==> config.mk <==
export PLATFORM = sky130hd
export DESIGN_NAME = hwd_bit_walker
export DESIGN_NICKNAME = d
export VERILOG_FILES = /design/src/rtl/hwd_pkg.sv /design/src/rtl/hwd_bit_walker.sv
export SDC_FILE = /design/constraint.sdc
export NUM_CORES = 1
export LEC_CHECK = 0
export BUFFER_PORTS_ARGS = -buffer_cell sky130_fd_sc_hd__buf_2
export CORE_MARGIN = 4
export CORE_UTILIZATION = 48
export DETAILED_ROUTE_END_ITERATION = 7
export GPL_TIMING_DRIVEN = 0
export MAX_ROUTING_LAYER = met4
export PLACE_DENSITY = 0.75
export RECOVER_POWER = 100
export SLEW_MARGIN = 20
export SYNTH_ARGS = -nofsm -noshare
export SYNTH_HDL_FRONTEND = slang
export SYNTH_SLANG_ARGS = --single-unit
==> constraint.sdc <==
create_clock -name clk -period 4.6 [get_ports clk]
set_clock_uncertainty 0.2 [all_clocks]
set_input_delay 0.69 -clock clk [delete_from_list [all_inputs] [get_ports clk]]
set_output_delay 0.69 -clock clk [all_outputs]
set_load 0.01 [all_outputs]
==> src/rtl/hwd_pkg.sv <==
// shared types and constants of the huffman tree walk decoder
`timescale 1ns / 1ps

package hwd_pkg;

  localparam int IDX_W          = 9;
  localparam int SYM_W          = 8;
  localparam int ACT_W          = 2;
  localparam int LEN_W          = 32;
  localparam int BYTE_W         = 8;
  localparam int BIT_CNT_W      = 4;
  localparam int NODE_COUNT_DEF = 511;

  localparam logic [BIT_CNT_W-1:0] BYTE_BITS = BIT_CNT_W'(BYTE_W);

  localparam logic STAT_OK  = 1'b0;
  localparam logic STAT_ERR = 1'b1;

  typedef enum logic [ACT_W-1:0] {
    ACT_WRITE   = 2'd0,
    ACT_DATA    = 2'd1,
    ACT_RESTART = 2'd2
  } action_t;

  typedef enum logic [1:0] {
    ST_IDLE,
    ST_FETCH,
    ST_WALK,
    ST_FLUSH
  } state_t;

  typedef struct packed {
    logic             leaf;
    logic [SYM_W-1:0] symbol;
    logic [IDX_W-1:0] left;
    logic [IDX_W-1:0] right;
  } node_t;

  typedef struct packed {
    logic [SYM_W-1:0] symbol;
    logic             status;
    logic             stream_done;
    logic             last;
  } result_t;

endpackage

==> src/rtl/hwd_bit_walker.sv <==
// request sequencer and bit-serial tree walk over the node table
`timescale 1ns / 1ps

module hwd_bit_walker #(
  parameter int NODE_COUNT = hwd_pkg::NODE_COUNT_DEF,
  localparam int AW = $clog2(NODE_COUNT)
) (
  input  logic                        clk,
  input  logic                        rst_n,
  input  logic                        in_fire,
  input  logic [hwd_pkg::ACT_W-1:0]   action,
  input  logic [hwd_pkg::IDX_W-1:0]   node_index,
  input  logic                        leaf_flag,
  input  logic [hwd_pkg::SYM_W-1:0]   node_symbol,
  input  logic [hwd_pkg::IDX_W-1:0]   left_index,
  input  logic [hwd_pkg::IDX_W-1:0]   right_index,
  input  logic [hwd_pkg::BYTE_W-1:0]  data_byte,
  input  logic [hwd_pkg::LEN_W-1:0]   stream_length,
  output logic                        busy,
  input  logic                        out_free,
  output logic                        push,
  output hwd_pkg::result_t            push_res,
  output logic                        wr_en,
  output logic [AW-1:0]               wr_addr,
  output hwd_pkg::node_t              wr_data,
  output logic                        rd_en,
  output logic [AW-1:0]               rd_addr,
  input  hwd_pkg::node_t              rd_data
);

  localparam int CW = (AW > hwd_pkg::IDX_W) ? AW : hwd_pkg::IDX_W;
  localparam logic [CW-1:0] NODE_LIMIT = CW'(NODE_COUNT);

  hwd_pkg::state_t                  state_r, state_nxt;
  logic [hwd_pkg::BYTE_W-1:0]       shreg_r, shreg_nxt;
  logic [hwd_pkg::BIT_CNT_W-1:0]    bit_cnt_r, bit_cnt_nxt;
  logic                             pending_r, pending_nxt;
  logic [hwd_pkg::IDX_W-1:0]        walk_pos_r, walk_pos_nxt;
  logic [hwd_pkg::LEN_W-1:0]        count_r, count_nxt;
  logic                             err_seen_r, err_seen_nxt;
  hwd_pkg::result_t                 hold_r, hold_nxt;
  logic                             hold_valid_r, hold_valid_nxt;

  logic [hwd_pkg::IDX_W-1:0]        next_idx;
  logic                             next_ok;
  logic                             slot_ok;
  logic                             done_now;
  hwd_pkg::result_t                 err_res;

  always_ff @(posedge clk) begin
    if (!rst_n) begin
      state_r      <= hwd_pkg::ST_IDLE;
      walk_pos_r   <= '0;
      count_r      <= '0;
      err_seen_r   <= 1'b0;
      hold_valid_r <= 1'b0;
      pending_r    <= 1'b0;
      bit_cnt_r    <= '0;
    end else begin
      state_r      <= state_nxt;
      walk_pos_r   <= walk_pos_nxt;
      count_r      <= count_nxt;
      err_seen_r   <= err_seen_nxt;
      hold_valid_r <= hold_valid_nxt;
      pending_r    <= pending_nxt;
      bit_cnt_r    <= bit_cnt_nxt;
    end
  end

  always_ff @(posedge clk) begin
    shreg_r <= shreg_nxt;
    hold_r  <= hold_nxt;
  end

  // the top bit of the shift register picks the child
  assign next_idx = shreg_r[hwd_pkg::BYTE_W-1] ? rd_data.right : rd_data.left;
  assign next_ok  = CW'(next_idx) < NODE_LIMIT;
  // a new result may displace the held one only if the output register can take it
  assign slot_ok  = !hold_valid_r || out_free;
  assign done_now = (count_r + hwd_pkg::LEN_W'(1)) == stream_length;
  assign busy     = (state_r != hwd_pkg::ST_IDLE);

  always_comb begin
    err_res             = '0;
    err_res.status      = hwd_pkg::STAT_ERR;

    state_nxt      = state_r;
    shreg_nxt      = shreg_r;
    bit_cnt_nxt    = bit_cnt_r;
    pending_nxt    = pending_r;
    walk_pos_nxt   = walk_pos_r;
    count_nxt      = count_r;
    err_seen_nxt   = err_seen_r;
    hold_nxt       = hold_r;
    hold_valid_nxt = hold_valid_r;

    push     = 1'b0;
    push_res = hold_r;
    wr_en    = 1'b0;
    wr_addr  = AW'(node_index);
    wr_data  = '{leaf: leaf_flag, symbol: node_symbol, left: left_index,
                 right: right_index};
    rd_en    = 1'b0;
    rd_addr  = '0;

    unique case (state_r)
      hwd_pkg::ST_IDLE: begin
        if (in_fire) begin
          case (hwd_pkg::action_t'(action))
            hwd_pkg::ACT_WRITE: begin
              wr_en = (CW'(node_index) < NODE_LIMIT);
            end
            hwd_pkg::ACT_DATA: begin
              if (count_r >= stream_length) begin
                // stream complete, byte ignored
              end else if (err_seen_r) begin
                hold_nxt       = err_res;
                hold_valid_nxt = 1'b1;
                state_nxt      = hwd_pkg::ST_FLUSH;
              end else begin
                shreg_nxt   = data_byte;
                bit_cnt_nxt = '0;
                state_nxt   = hwd_pkg::ST_FETCH;
              end
            end
            hwd_pkg::ACT_RESTART: begin
              walk_pos_nxt = '0;
              count_nxt    = '0;
              err_seen_nxt = 1'b0;
            end
            default: begin
            end
          endcase
        end
      end

      hwd_pkg::ST_FETCH: begin
        rd_en       = 1'b1;
        rd_addr     = AW'(walk_pos_r);
        pending_nxt = 1'b0;
        state_nxt   = hwd_pkg::ST_WALK;
      end

      hwd_pkg::ST_WALK: begin
        if (pending_r && rd_data.leaf) begin
          // child just fetched is a leaf: emit and restart from the root
          if (slot_ok) begin
            push                 = hold_valid_r;
            hold_nxt             = '0;
            hold_nxt.symbol      = rd_data.symbol;
            hold_nxt.status      = hwd_pkg::STAT_OK;
            hold_nxt.stream_done = done_now;
            hold_valid_nxt       = 1'b1;
            count_nxt            = count_r + hwd_pkg::LEN_W'(1);
            walk_pos_nxt         = '0;
            rd_en                = 1'b1;
            rd_addr              = '0;
            pending_nxt          = 1'b0;
            if (done_now) begin
              state_nxt = hwd_pkg::ST_FLUSH;
            end
          end
        end else if (bit_cnt_r == hwd_pkg::BYTE_BITS) begin
          state_nxt = hwd_pkg::ST_FLUSH;
        end else if (!rd_data.leaf && next_ok) begin
          rd_en        = 1'b1;
          rd_addr      = AW'(next_idx);
          walk_pos_nxt = next_idx;
          pending_nxt  = 1'b1;
          shreg_nxt    = {shreg_r[hwd_pkg::BYTE_W-2:0], 1'b0};
          bit_cnt_nxt  = bit_cnt_r + hwd_pkg::BIT_CNT_W'(1);
        end else if (slot_ok) begin
          // stepping from a leaf or to a child outside the table
          push           = hold_valid_r;
          hold_nxt       = err_res;
          hold_valid_nxt = 1'b1;
          err_seen_nxt   = 1'b1;
          state_nxt      = hwd_pkg::ST_FLUSH;
        end
      end

      hwd_pkg::ST_FLUSH: begin
        push_res.last = 1'b1;
        if (!hold_valid_r) begin
          state_nxt = hwd_pkg::ST_IDLE;
        end else if (out_free) begin
          push           = 1'b1;
          hold_valid_nxt = 1'b0;
          state_nxt      = hwd_pkg::ST_IDLE;
        end
      end

      default: begin
        state_nxt = hwd_pkg::ST_IDLE;
      end
    endcase
  end

endmodule

# After elaboration in Yosys (flattened, before gate mapping)
# Cells that the tools add are included.
dict set report op_classes {
  add_sub_neg 2
  n_lt_le_gt_ge 3
  eq_ne 27
  n_mux 95
  n_reduce_logical 19
}
# cell n
set ops {}
lappend ops {{$mux 32} 4}
lappend ops {{$mux 11} 9}
lappend ops {{$mux 9} 10}
lappend ops {{$pmux 32 s2} 1}
lappend ops {{$mux 8} 7}
lappend ops {{$pmux 9 s2} 2}
lappend ops {{$mux 1} 34}
lappend ops {{$add 32x1->32 const B} 1}
lappend ops {{$eq 32x32->1} 1}
lappend ops {{$ge 32x32->1} 1}
lappend ops {{$mux 4} 7}
lappend ops {{$mux 2} 12}
lappend ops {{$pmux 11 s2} 1}
lappend ops {{$ne 2x2->1 const B} 10}
lappend ops {{$lt 9x9->1 const B} 2}
lappend ops {{$ne 3x3->1 const B} 6}
lappend ops {{$pmux 8 s2} 1}
lappend ops {{$reduce_and 8->1} 2}
lappend ops {{$reduce_and 7->1} 2}
lappend ops {{$reduce_and 9->1} 1}
lappend ops {{$ne 4x4->1 const B} 2}
lappend ops {{$pmux 1 s2} 4}
lappend ops {{$pmux 2 s4} 1}
lappend ops {{$pmux 4 s2} 1}
lappend ops {{15 further kinds} 24}
dict set report word_totals {
  ff_bits 69
}

# Logic depth before layout (Yosys ltp)
# Gate-level depths: netlist of the first run.
dict set report depth {
  word_depth 7
  depth_mapped 12
  mapped_depth_nobuf 11
}

# Worst setup path before layout of the first run
# OpenSTA, ideal clock, no wires.
dict set report synth_timing {
  path_kind {input to register}
  start {input stream_length[23] (netlist name)}
  end {register bit_cnt_r[1] (netlist name)}
  arrival_ns 3.409
  t_required_ns 4.285
  path_slack_ns 0.876
  cell_stages 11
  cell_sequence {inv_1 > ha_1 > a2111o_1 > or2_2 > o221a_2 > a211oi_1 > o311ai_0 > o21a_1 > a21oi_1 > o22ai_1 > and2_1}
}
dict set report synth_between {
  elab_chain_len 3
}
# element line_no
set synth_lines {}
lappend synth_lines {{start, declared} hwd_bit_walker.sv:18} ;# input logic [hwd_pkg::LEN_W-1:0] stream_length,
lappend synth_lines {{$ge 32x32->1} hwd_bit_walker.sv:114} ;# if (count_r >= stream_length) begin
lappend synth_lines {{$ne 2x2->1 (no line)} -}
lappend synth_lines {{$reduce_and 8->1 (no line)} -}
lappend synth_lines {{end signal, assigned} hwd_bit_walker.sv:66} ;# bit_cnt_r <= bit_cnt_nxt;
lappend synth_lines {{end, declared} hwd_bit_walker.sv:36} ;# logic [hwd_pkg::BIT_CNT_W-1:0] bit_cnt_r, bit_cnt_nxt;
# Every way passes these cells.
# A chain may end at the register's enable or synchronous reset.

# Final worst setup path of the first run
# Ends and elaborated chain as after synthesis.

==> metrics.csv, run 1 <==
stage,metric,value,unit
cells_and_area,drive_gt1_share,19.02,%
worst_setup_path,regToRegEndpoint,bit_cnt_r[1],
synth,synthAdderAreaFrac,8.678,%
run,maxCapViolCount,0,
placed_design,hpwl,12420,um
power_and_ir_drop,power_frac_comb,32.4,%
sta,rsz0062_at_grt,no,
synth,yosys.area_share.simple,25.55,%
route,viasPerCell,5.633,
sta,hold_violations,0,
worst_setup_path,worstPathArrival,4.43,ns
floorplanning,fp-row-count,39,
worst_setup_path,path_buf_inv,2,
clock_network,postCtsSetupBuffers,0,
power_and_ir_drop,clkPwrFrac,34.4,%
worst_setup_path,cp-end-kind,register,
worst_setup_path,critical_path.startpoint_type,primary input,
global_route,grtUsageMet3,6.062,%
route,vias,5751,
worst_setup_path,cp.depth,12,
synth,synth_edf_count,18,
power_and_ir_drop,p_int,1518,uW
worst_setup_path,reg2regPathDepth,10,
hold_path,min_path_type,register to register,
synth,yosys_warnings,0,
floorplanning,coreArea,11420,um2
global_route,grt.overflow.total,0,
synth,yosys.area.top_type,dfxtp_1,
cells_and_area,syn_to_final_growth,20.38,%
worst_setup_path,worstPathMaxFanout,9,
sta,relSlewSlack,25.71,%
sta,fmax,227.6,MHz
worst_setup_path,slowest_delay,0.73,ns
sta,setup_viol,0,
global_route,grt_use_total,24.38,%
global_route,met1_usage,31.97,%
synth,synth-xor-area-share,7.944,%
cells_and_area,num_antenna_cells,0,
floorplanning,ios,169,
synth,syn-cell-area,5623,um2
synth,muxShareOfSynthArea,2.648,%
clock_network,cts.sinks,68,
synth,synthCells,721,
synth,synth_area_leaders,"dfxtp_1, edfxtp_1, ha_1, a21oi_1, xnor2_1",
sta,period_minus_slack,4.394,ns
power_and_ir_drop,ir_drop,0.3219,mV
synth,synth_compound_area_share,17.56,%
clock_network,numCtsBuffers,9,
route,drc,0,
route,ant_nets,0,
global_route,grt_pass1_wl,25430,um
synth,ys_seq_area_share,27.41,%
hold_path,hp-start,walk_pos_r[5],
power_and_ir_drop,seqPwrFrac,33.2,%
clock_network,clk_latency,0.35,ns
placed_design,place_congestion,0.9213,
route,wl_per_cell,15.90,um
floorplanning,die-area,13510,um2
power_and_ir_drop,switching_share,35.14,%
global_route,use_met2,37.11,%
global_route,grt_pass1_vias,5213,
synth,ys.flop_type,dfxtp_1,
worst_setup_path,cp-startpoint,stream_length[23],
worst_setup_path,crit_path_end,bit_cnt_r[1],
sta,slew_violations,0,
power_and_ir_drop,power.static_leakage,0.002772,uW
global_route,top_usage_layer,met2,
worst_setup_path,cpMaxStageDelayCell,a21oi_1,
route,first_iter_violations,359,
synth,ys_types,65,
cells_and_area,fin_nets,1021,
placed_design,port_buffers,141,
clock_network,cts_resized,0,
clock_network,clockRootBuffer,clkbuf_16,
worst_setup_path,r2r_slack,0.30,ns
cells_and_area,fillCellCount,1112,
worst_setup_path,crit_type,primary input to register,
synth,syn_area_per_cell,7.799,um2
power_and_ir_drop,p_sw,822.3,uW
status,outcome,finished clean,
floorplanning,fp.dieH,116.2,um
worst_setup_path,required,4.63,ns
floorplanning,fp.dieW,116.2,um
global_route,grt_max_degree,13,
synth,async_flop_share,0,%
clock_network,tritoncts,yes,
placed_design,placed_area,6507,um2
clock_network,clkSlewWorstSetupHoldPaths,0.06,ns
clock_network,cts.path.max_buffers,2,
floorplanning,initial_core_util,49.24,%
worst_setup_path,reg2reg_from,count_r[23],
clock_network,cts_max_level,3,
synth,ys_ff_latch,68,
cells_and_area,finalInstanceArea,6769,um2
worst_setup_path,path_cells,"buf_2, inv_1, ha_1, a2111o_1, or2_2, o221a_2, a211oi_1, o311ai_0, o21a_1, a21oi_1, o22ai_1, and2_0",
synth,syn_nets,869,
worst_setup_path,path_delay_family,compound AO/OA/AOI/OAI gates,
cells_and_area,finalCoreUtilization,59.28,%
sta,period_share,95.53,%
synth,synth_top_family_by_area,simple AND/OR/NAND/NOR gates,
route,routed_wl,16230,um
power_and_ir_drop,powerDensity,345.7,nW/um2
synth,synth_top_area_share,17.80,%
global_route,antenna_found_initial,0,
clock_network,ctsHoldBuffers,0,
route,first_pass_iters,5,
sta,max_slew.worst_pin.slew,1.103,ns
[worst reg2reg max path, stage by stage (launching register included)]
cell and delay (ns):
dfxtp_1 0.45, ha_1 0.31, a2111o_1 0.39, or2_2 0.28, o221a_2 0.28, a211oi_1 0.50, o311ai_0 0.32, o21a_1 0.35
a21oi_1 0.73, o22ai_1 0.16, and2_0 0.20
[routing by layer]
layer | up-vias | share of wire, %
li1 | 2834 | -
met4 | 0 | 1.8
met1 | 2620 | 44
met5 | - | 0
met3 | 27 | 9.5
met2 | 270 | 45
[layout by cell type (no fill, tap or decap), types with 5 or more instances in the layout]
cell type	synthesis	final
mux2i_1	7	7
mux2_2	7	7
and2_1	22	8
nand4_1	16	16
nor2b_1	5	5
edfxtp_1	18	18
and3_1	6	6
or3_1	6	6
a311oi_1	5	5
and2_0	1	15
ha_1	39	39
nand3_1	26	26
a21oi_1	67	67
nand2_1	63	63
o21ai_0	43	44
nor3_1	33	33
a211oi_1	5	5
o21a_1	7	7
a31oi_1	8	8
inv_1	41	41
nand3b_1	10	10
xnor2_1	36	36
nor4_1	8	8
clkbuf_16	0	9
nor2_1	55	55
clkbuf_1	21	74
xor2_1	15	15
dfxtp_1	50	50
buf_4	36	36
buf_2	2	92
[layout make-up]
type,instances,area (um2),share of cell area (%)
sequential,68,1541,22.77
clock buffer,9,225.2,3.327
multi-input combinational,545,3501,51.72
inverter,43,161.4,2.384
buffer,65,405.4,5.989
tap,143,178.9,2.643
timing repair buffer,141,641.9,9.482
clock inverter,7,113.9,1.682
[registers in the layout, summed over array words and instances, names as in the netlist]
register      count
count_r          32
walk_pos_r        9
err_seen_r        1
push_res         10
pending_r         1
hold_valid_r      1
state_r           2
bit_cnt_r         4
shreg_r           8
[worst min path at each step]
| stage | depth (start not counted) | slack (ns) | to |
|---|---|---|---|
| after floorplan | 2 | 0.26 | walk_pos_r[0] |
| after global placement | 2 | 0.27 | walk_pos_r[2] |
| after detailed placement | 2 | 0.28 | walk_pos_r[5] |
| after CTS | 2 | 0.29 | walk_pos_r[5] |
| after global routing | 2 | 0.33 | walk_pos_r[5] |
| final | 2 | 0.29 | walk_pos_r[5] |
[power groups by stage]
stage	Clock, uW	Sequential [uW]	Combinational [uW]
6_report	805	776	758
5_1_grt	841	786	835
4_1_cts	813	775	784
3_5_place_dp	0	787	778
3_3_place_gp	0	784	771
2_1_floorplan	0	798	501
[cell usage after synthesis (2+ instances only)]
master	count
o211ai_1	2
or2_2	4
clkbuf_1	21
mux2_2	7
o21ai_0	43
nand3b_1	10
nand4_1	16
a211oi_1	5
dfxtp_1	50
o311ai_0	2
a21oi_1	67
inv_1	41
a41oi_1	2
nor4_1	8
nor3_1	33
and2_1	22
o31ai_1	2
a21boi_0	3
nand2b_1	4
o21a_1	7
a221oi_1	2
buf_6	4
edfxtp_1	18
a21o_1	4
ha_1	39
buf_4	36
buf_2	2
and3_1	6
a31oi_1	8
or4_1	2
o22ai_1	3
nand2_1	63
or3_1	6
a311oi_1	5
nor2b_1	5
nor2_1	55
a2111o_1	2
mux2i_1	7
and4_1	4
xor2_1	15
xnor2_1	36
a2111oi_0	2
nand3_1	26
[stage by stage]
| step | hold WS [ns] | power (uW) | std cells | TNS (ns) | worst slack, ns |
|---|---|---|---|---|---|
| floorplan | 0.2568 | 1299 | 721 | 0 | 0.8761 |
| global placement | 0.2683 | 1555 | 1005 | -0.02615 | -0.02615 |
| detailed placement | 0.2777 | 1565 | 1005 | -0.1674 | -0.09421 |
| CTS | 0.2930 | 2372 | 1021 | 0 | 0.2558 |
| global route | 0.3282 | 2462 | 1021 | 0 | 0.03419 |
| finish | 0.2885 | 2340 | 1021 | 0 | 0.2058 |
[cells by family after synthesis]
| logic type | Yosys count |
|---|---|
| simple gates | 276 |
| compound gates | 165 |
| buf+inv | 108 |
| flops | 68 |
| xor+xnor | 51 |
| fa+ha+maj | 39 |
| mux | 14 |
Power figures use the tool's default switching activity.
==> run 2, diff against run 1 <==
- PLACE_DENSITY: 0.75 -> 0.8
==> run 2 against run 1 <==
  * Largest power group is now registers
  * Combinational power is essentially flat
  * Worst setup slack gained 0.10 ns
  * Design area shrank 0.31%
  * Critical endpoint unchanged
  * Global-route usage shrank 0.73 points
==> metrics.csv, run 2 (same netlist as run 1, synthesis figures left out) <==
stage,metric,value,unit,change
clock_network,ctsHoldBuffers,0,,unchanged
global_route,grt_max_degree,13,,unchanged
worst_setup_path,cp-end-kind,register,,
sta,max_slew.worst_pin.slew,1.144,ns,+0.04129 ns
floorplanning,fp.dieH,116.2,um,unchanged
cells_and_area,drive_gt1_share,19.13,%,+0.11 points
sta,fmax,233.1,MHz,+2.4%
sta,relSlewSlack,22.93,%,-2.8 points
worst_setup_path,cpMaxStageDelayCell,a21oi_1,,
floorplanning,initial_core_util,49.24,%,unchanged
worst_setup_path,path_cells,"buf_2, inv_1, ha_1, a2111o_1, or2_2, o221a_2, a211oi_1, o311ai_0, o21a_1, a21oi_1, o22ai_1, and2_0",,
clock_network,tritoncts,yes,,
hold_path,min_path_type,register to register,,
clock_network,cts.sinks,68,,unchanged
power_and_ir_drop,power.static_leakage,0.002757,uW,-0.56%
route,first_pass_iters,7,,+2
worst_setup_path,critical_path.startpoint_type,primary input,,
clock_network,cts.path.max_buffers,2,,unchanged
cells_and_area,largest_reg_flops,32,,unchanged
global_route,grt_use_total,23.66,%,-0.73 points
cells_and_area,finalInstanceArea,6748,um2,-0.31%
worst_setup_path,worstPathArrival,4.31,ns,-0.12 ns
worst_setup_path,required,4.62,ns,about the same
cells_and_area,syn_to_final_growth,20.00,%,
clock_network,clk_latency,0.33,ns,-0.02 ns
sta,period_share,93.27,%,-2.3 points
route,wl_per_cell,15.86,um,-0.26%
global_route,antenna_found_initial,0,,unchanged
placed_design,dp_slack,-0.03837,ns,+0.05584 ns
sta,whs,0.2884,ns,-0.00009900 ns
floorplanning,fp.dieW,116.2,um,unchanged
clock_network,cts_max_level,3,,unchanged
placed_design,placed_area,6507,um2,unchanged
clock_network,cts_resized,0,,unchanged
clock_network,clkSlewWorstSetupHoldPaths,0.05,ns,about the same
status,outcome,finished clean,,
floorplanning,die-area,13510,um2,unchanged
cells_and_area,top_register,count_r,,
hold_path,hp-start,walk_pos_r[6],,
worst_setup_path,cp-startpoint,stream_length[23],,
route,vias,5856,,+1.8%
global_route,grt_pass1_vias,5203,,-0.19%
sta,setup_tns,0,ns,unchanged
sta,slew_violations,0,,unchanged
cells_and_area,layout_commonest_cell,buf_2,,
sta,hold_violations,0,,unchanged
clock_network,postCtsSetupBuffers,0,,unchanged
global_route,grt.overflow.total,0,,unchanged
route,routed_wl,16190,um,-0.26%
worst_setup_path,worstPathMaxFanout,9,,unchanged
cells_and_area,final_cell_mix,"buf_2, clkbuf_1, a21oi_1, nand2_1, nor2_1",,
floorplanning,fp-row-count,39,,unchanged
sta,period_minus_slack,4.291,ns,-0.1036 ns
clock_network,numCtsBuffers,9,,unchanged
route,ant_nets,0,,unchanged
power_and_ir_drop,powerDensity,337.1,nW/um2,-2.5%
floorplanning,ios,169,,unchanged
clock_network,clockRootBuffer,clkbuf_16,,
worst_setup_path,slowest_delay,0.69,ns,-0.04 ns
route,viasPerCell,5.736,,+1.8%
sta,setup_viol,0,,unchanged
worst_setup_path,crit_type,primary input to register,,
sta,rsz0062_at_grt,no,,
placed_design,place_congestion,0.9517,,+3.3%
power_and_ir_drop,ir_drop,0.3023,mV,-6.1%
placed_design,port_buffers,141,,unchanged
run,maxCapViolCount,0,,unchanged
worst_setup_path,reg2reg_from,count_r[23],,
route,drc,0,,unchanged
cells_and_area,num_antenna_cells,0,,unchanged
placed_design,hpwl,12530,um,+0.87%
cells_and_area,fin_nets,1021,,unchanged
global_route,grt_pass1_wl,24940,um,-1.9%
route,first_iter_violations,479,,+33%
floorplanning,coreArea,11420,um2,unchanged
sta,layout_setup_ws,0.3094,ns,+0.1036 ns
==> run 2: changes by cell type in the layout (fill, tap and decap cells not counted) <==
cell / change
and2_1: -3
bufinv_16: -1
and2_0: +3
clkbuf_1: +1
clkinv_2: +1
clkinvlp_4: +1
clkinv_1: -2
clkinv_4: +1
inv_6: -1
==> run 2: routing by layer <==
layer	track usage [%]	vias to the layer above	share of wire, %
met3	4.819	28	10
met4	7.579	0	1.8
met2	38.79	294	48
met1	29.23	2701	40
li1	-	2833	-
met5	-	-	0
==> run 2: power by group <==
part	internal (uW)	switching (uW)	total (uW)
clock	474	268	742
sequential	741	36.2	777
combinational	249	506	755
==> run 2: worst paths after layout <==
path,depth (start not counted),end,slack (ns)
max,12,bit_cnt_r[1],0.31
min reg2reg,2,walk_pos_r[6],0.29
min,2,walk_pos_r[6],0.29
max reg2reg,10,bit_cnt_r[1],0.39
==> run 2: through the flow <==
step                power (uW)  cells  utilization (%)
floorplan                 1299    721                -
global placement          1550   1005            56.99
detailed placement        1568   1005            56.99
CTS                       2309   1021            59.77
global route              2403   1021            59.09
finish                    2275   1021            59.09
==> run 2: layout make-up <==
type / count / area (um2)
Multi-Input combinational cell: 545 / 3501
Fill cell: 1097 / 4671
Timing Repair Buffer: 141 / 641.9
Inverter: 43 / 161.4
Tap cell: 143 / 178.9
Clock inverter: 6 / 88.84
Clock buffer: 10 / 229.0
Buffer: 65 / 405.4
Sequential cell: 68 / 1541
==> run 2: worst max-delay path: cells and delay by family <==
| kind | cells | cell delay, ns |
|---|---|---|
| and+or+nand+nor | 2 | 0.47 |
| AOI/OAI and AO/OA | 7 | 2.63 |
| buffers and inverters | 2 | 0.24 |
| adders and majority gates | 1 | 0.29 |
==> run 3, diff against run 2 <==
- ABC_AREA: not set -> 1
==> run 3 against run 2 <==
  * Global-route usage decreased by 0.28 points
  * Utilization fell by 0.72 points
  * Sequential share of layout area is 0.95 points lower
  * Clock power down 5.9%
  * Flip-flop and latch count stayed put
  * Maximum frequency is 14% higher
  * Area after synthesis up 5.7%
  * Non-clock buffer count is 10 lower
  * Total power shrank 3.0%
  * Routed wire length is 2.8% higher
  * Synthesized cell count is 37% higher
  * Count of clock-buffer cells in the layout is 4 higher
  * Critical endpoint is now rd_en
==> metrics.csv, run 3 <==
stage,metric,value,unit,change
worst_setup_path,cp-end-kind,primary output,,
clock_network,clkSlewWorstSetupHoldPaths,0.06,ns,about the same
synth,yosys.area.top_type,nand2_1,,
cells_and_area,top_register,count_r,,
worst_setup_path,slowest_delay,0.55,ns,-0.14 ns
sta,period_minus_slack,3.776,ns,-0.5145 ns
worst_setup_path,crit_top_cell,clkbuf_1,,
clock_network,tritoncts,yes,,
power_and_ir_drop,power.static_leakage,0.003276,uW,+19%
cells_and_area,stdcell_count,1313,,+29%
placed_design,hpwl,12860,um,+2.6%
worst_setup_path,path_buf_inv,3,,+1
global_route,grt_use_total,23.38,%,-0.28 points
synth,syn_area_per_cell,6.015,um2,-23%
floorplanning,coreArea,12060,um2,+5.6%
sta,fmax,264.8,MHz,+14%
sta,setup_tns,0,ns,unchanged
synth,synth_top_area_share,20.46,%,+2.7 points
sta,slew_violations,0,,unchanged
cells_and_area,drive_gt1_share,13.01,%,-6.1 points
synth,ys_types,36,,-45%
floorplanning,initial_core_util,49.27,%,about the same
global_route,antenna_found_initial,0,,unchanged
floorplanning,ios,169,,unchanged
cells_and_area,final_cell_mix,"nand2_1, inv_1, nor2_1, nand3_1, buf_2",,
synth,ys_seq_area_share,25.94,%,-1.5 points
synth,async_flop_share,0,%,unchanged
worst_setup_path,path_delay_family,simple AND/OR/NAND/NOR gates,,
placed_design,place_congestion,0.9210,,-3.2%
sta,relSlewSlack,13.09,%,-9.8 points
worst_setup_path,cpMaxStageDelayCell,nor2_1,,
floorplanning,fp.dieW,119.3,um,+2.6%
clock_network,cts.sinks,68,,unchanged
power_and_ir_drop,ir_drop,0.1309,mV,-57%
global_route,grt_max_degree,12,,-1
clock_network,ctsHoldBuffers,0,,unchanged
sta,setup_viol,0,,unchanged
power_and_ir_drop,finalPower,2206,uW,-3.0%
clock_network,numCtsBuffers,9,,unchanged
route,first_iter_violations,576,,+20%
cells_and_area,num_antenna_cells,0,,unchanged
clock_network,cts.path.max_buffers,2,,unchanged
floorplanning,fp-row-count,40,,+2.6%
route,first_pass_iters,5,,-2
placed_design,dp_slack,1.210,ns,+1.249 ns
synth,ys.flop_type,dfxtp_1,,
cells_and_area,syn_to_final_growth,18.46,%,
cells_and_area,layout_commonest_cell,nand2_1,,
clock_network,clockRootBuffer,clkbuf_16,,
cells_and_area,fin_nets,1288,,+26%
cells_and_area,largest_reg_flops,32,,unchanged
sta,rsz0062_at_grt,no,,
synth,synthCells,988,,+37%
route,viasPerCell,4.982,,-13%
global_route,grt.overflow.total,0,,unchanged
worst_setup_path,worstPathMaxFanout,10,,+1
synth,syn_nets,1136,,+31%
synth,yosys_warnings,0,,unchanged
synth,syn-cell-area,5943,um2,+5.7%
floorplanning,fp.dieH,119.3,um,+2.6%
worst_setup_path,critical_path.startpoint_type,register,,
clock_network,postCtsSetupBuffers,0,,unchanged
route,vias,6541,,+12%
sta,period_share,82.09,%,-11 points
route,wl_per_cell,12.67,um,-20%
placed_design,dp.cells,1297,,+29%
route,ant_nets,0,,unchanged
floorplanning,die-area,14230,um2,+5.3%
worst_setup_path,worstPathArrival,2.89,ns,-1.42 ns
sta,hold_violations,0,,unchanged
synth,ys_ff_latch,68,,unchanged
placed_design,port_buffers,141,,unchanged
synth,synth_commonest_cells,"nand2_1, inv_1, nor2_1",,
clock_network,cts_max_level,3,,unchanged
global_route,grt_pass1_wl,26640,um,+6.8%
status,outcome,finished clean,,
clock_network,cts_resized,0,,unchanged
clock_network,clk_latency,0.34,ns,about the same
sta,layout_setup_ws,0.8238,ns,+0.5145 ns
run,maxCapViolCount,0,,unchanged
hold_path,min_path_type,register to register,,
synth,synth_edf_count,18,,unchanged
synth,synth_area_leaders,"nand2_1, dfxtp_1, edfxtp_1, ha_1, inv_1",,
sta,max_slew.worst_pin.slew,1.294,ns,+0.1496 ns
worst_setup_path,path_cells,"clkbuf_1, clkbuf_1, mux2i_1, nor2_1, nand3_1, nand2_1, nor2_1, nand2_1, a21oi_1, clkbuf_1",,
route,routed_wl,16640,um,+2.8%
power_and_ir_drop,powerDensity,313.3,nW/um2,-7.1%
worst_setup_path,crit_type,register to primary output,,
global_route,grt_pass1_vias,5954,,+14%
route,drc,0,,unchanged
worst_setup_path,required,3.71,ns,-0.91 ns
synth,yosysMostFrequentCell,nand2_1,,
==> run 3: layout make-up <==
type	instances	area [um2]
clock buffers	14	254.0
multi-input cells	733	3526
plain buffers	55	345.3
clock inverters	2	35.03
well taps	168	210.2
repair buffers	141	633.1
fillers	1240	5021
inverters	132	495.5
flip-flops and latches	68	1541
==> run 3: power breakdown <==
group / internal [uW] / total, uW / switching [uW]
logic: 233 / 747 / 514
registers: 720 / 760 / 39.9
clock network: 435 / 698 / 264
total: 1390 / 2210 / 817
==> run 3: worst paths after layout <==
kind	to	slack (ns)	cells after the start	from
max	rd_en	0.82	10	shreg_r[7]
min	walk_pos_r[1]	0.27	2	walk_pos_r[1]
max reg2reg	push_res[4]	1.15	10	count_r[27]
min reg2reg	walk_pos_r[1]	0.27	2	walk_pos_r[1]
==> run 3: layer usage <==
layer  track usage (%)  wire length, um  up-vias
met5                 -                0        -
met4             8.617              320        0
met3             4.368             1260       28
met2             38.64             7734      231
met1             28.45             7321     2886
li1                  -                -     3396
==> run 3: tightest hold or removal path, cell delays in order, from the launching register on <==
cell and delay (ns):
dfxtp_1 0.31, nand2_1 0.06, a21oi_1 0.05
==> run 3: logic make-up (layout without fill, tap and decap cells) <==
kind of cell / Yosys count / in the layout / synth area share (%)
AO/OA/AOI/OAI: 108 / 108 / 9.516
buffers and inverters: 187 / 344 / 14.32
multiplexers: 1 / 1 / 0.1684
adder cells (fa/ha/maj): 39 / 39 / 8.211
flip-flops: 68 / 68 / 25.94
AND/OR/NAND/NOR: 576 / 576 / 40.53
XOR/XNOR: 9 / 9 / 1.326
==> run 3: per-stage QoR <==
step | util [%] | hold slack (ns) | area (um2)
CTS | 59.31 | 0.2650 | 7153
detailed placement | 56.91 | 0.2561 | 6864
global placement | 56.87 | 0.2499 | 6859
floorplan | - | 0.2412 | 5943
global route | 58.37 | 0.2957 | 7041
finish | 58.37 | 0.2660 | 7041
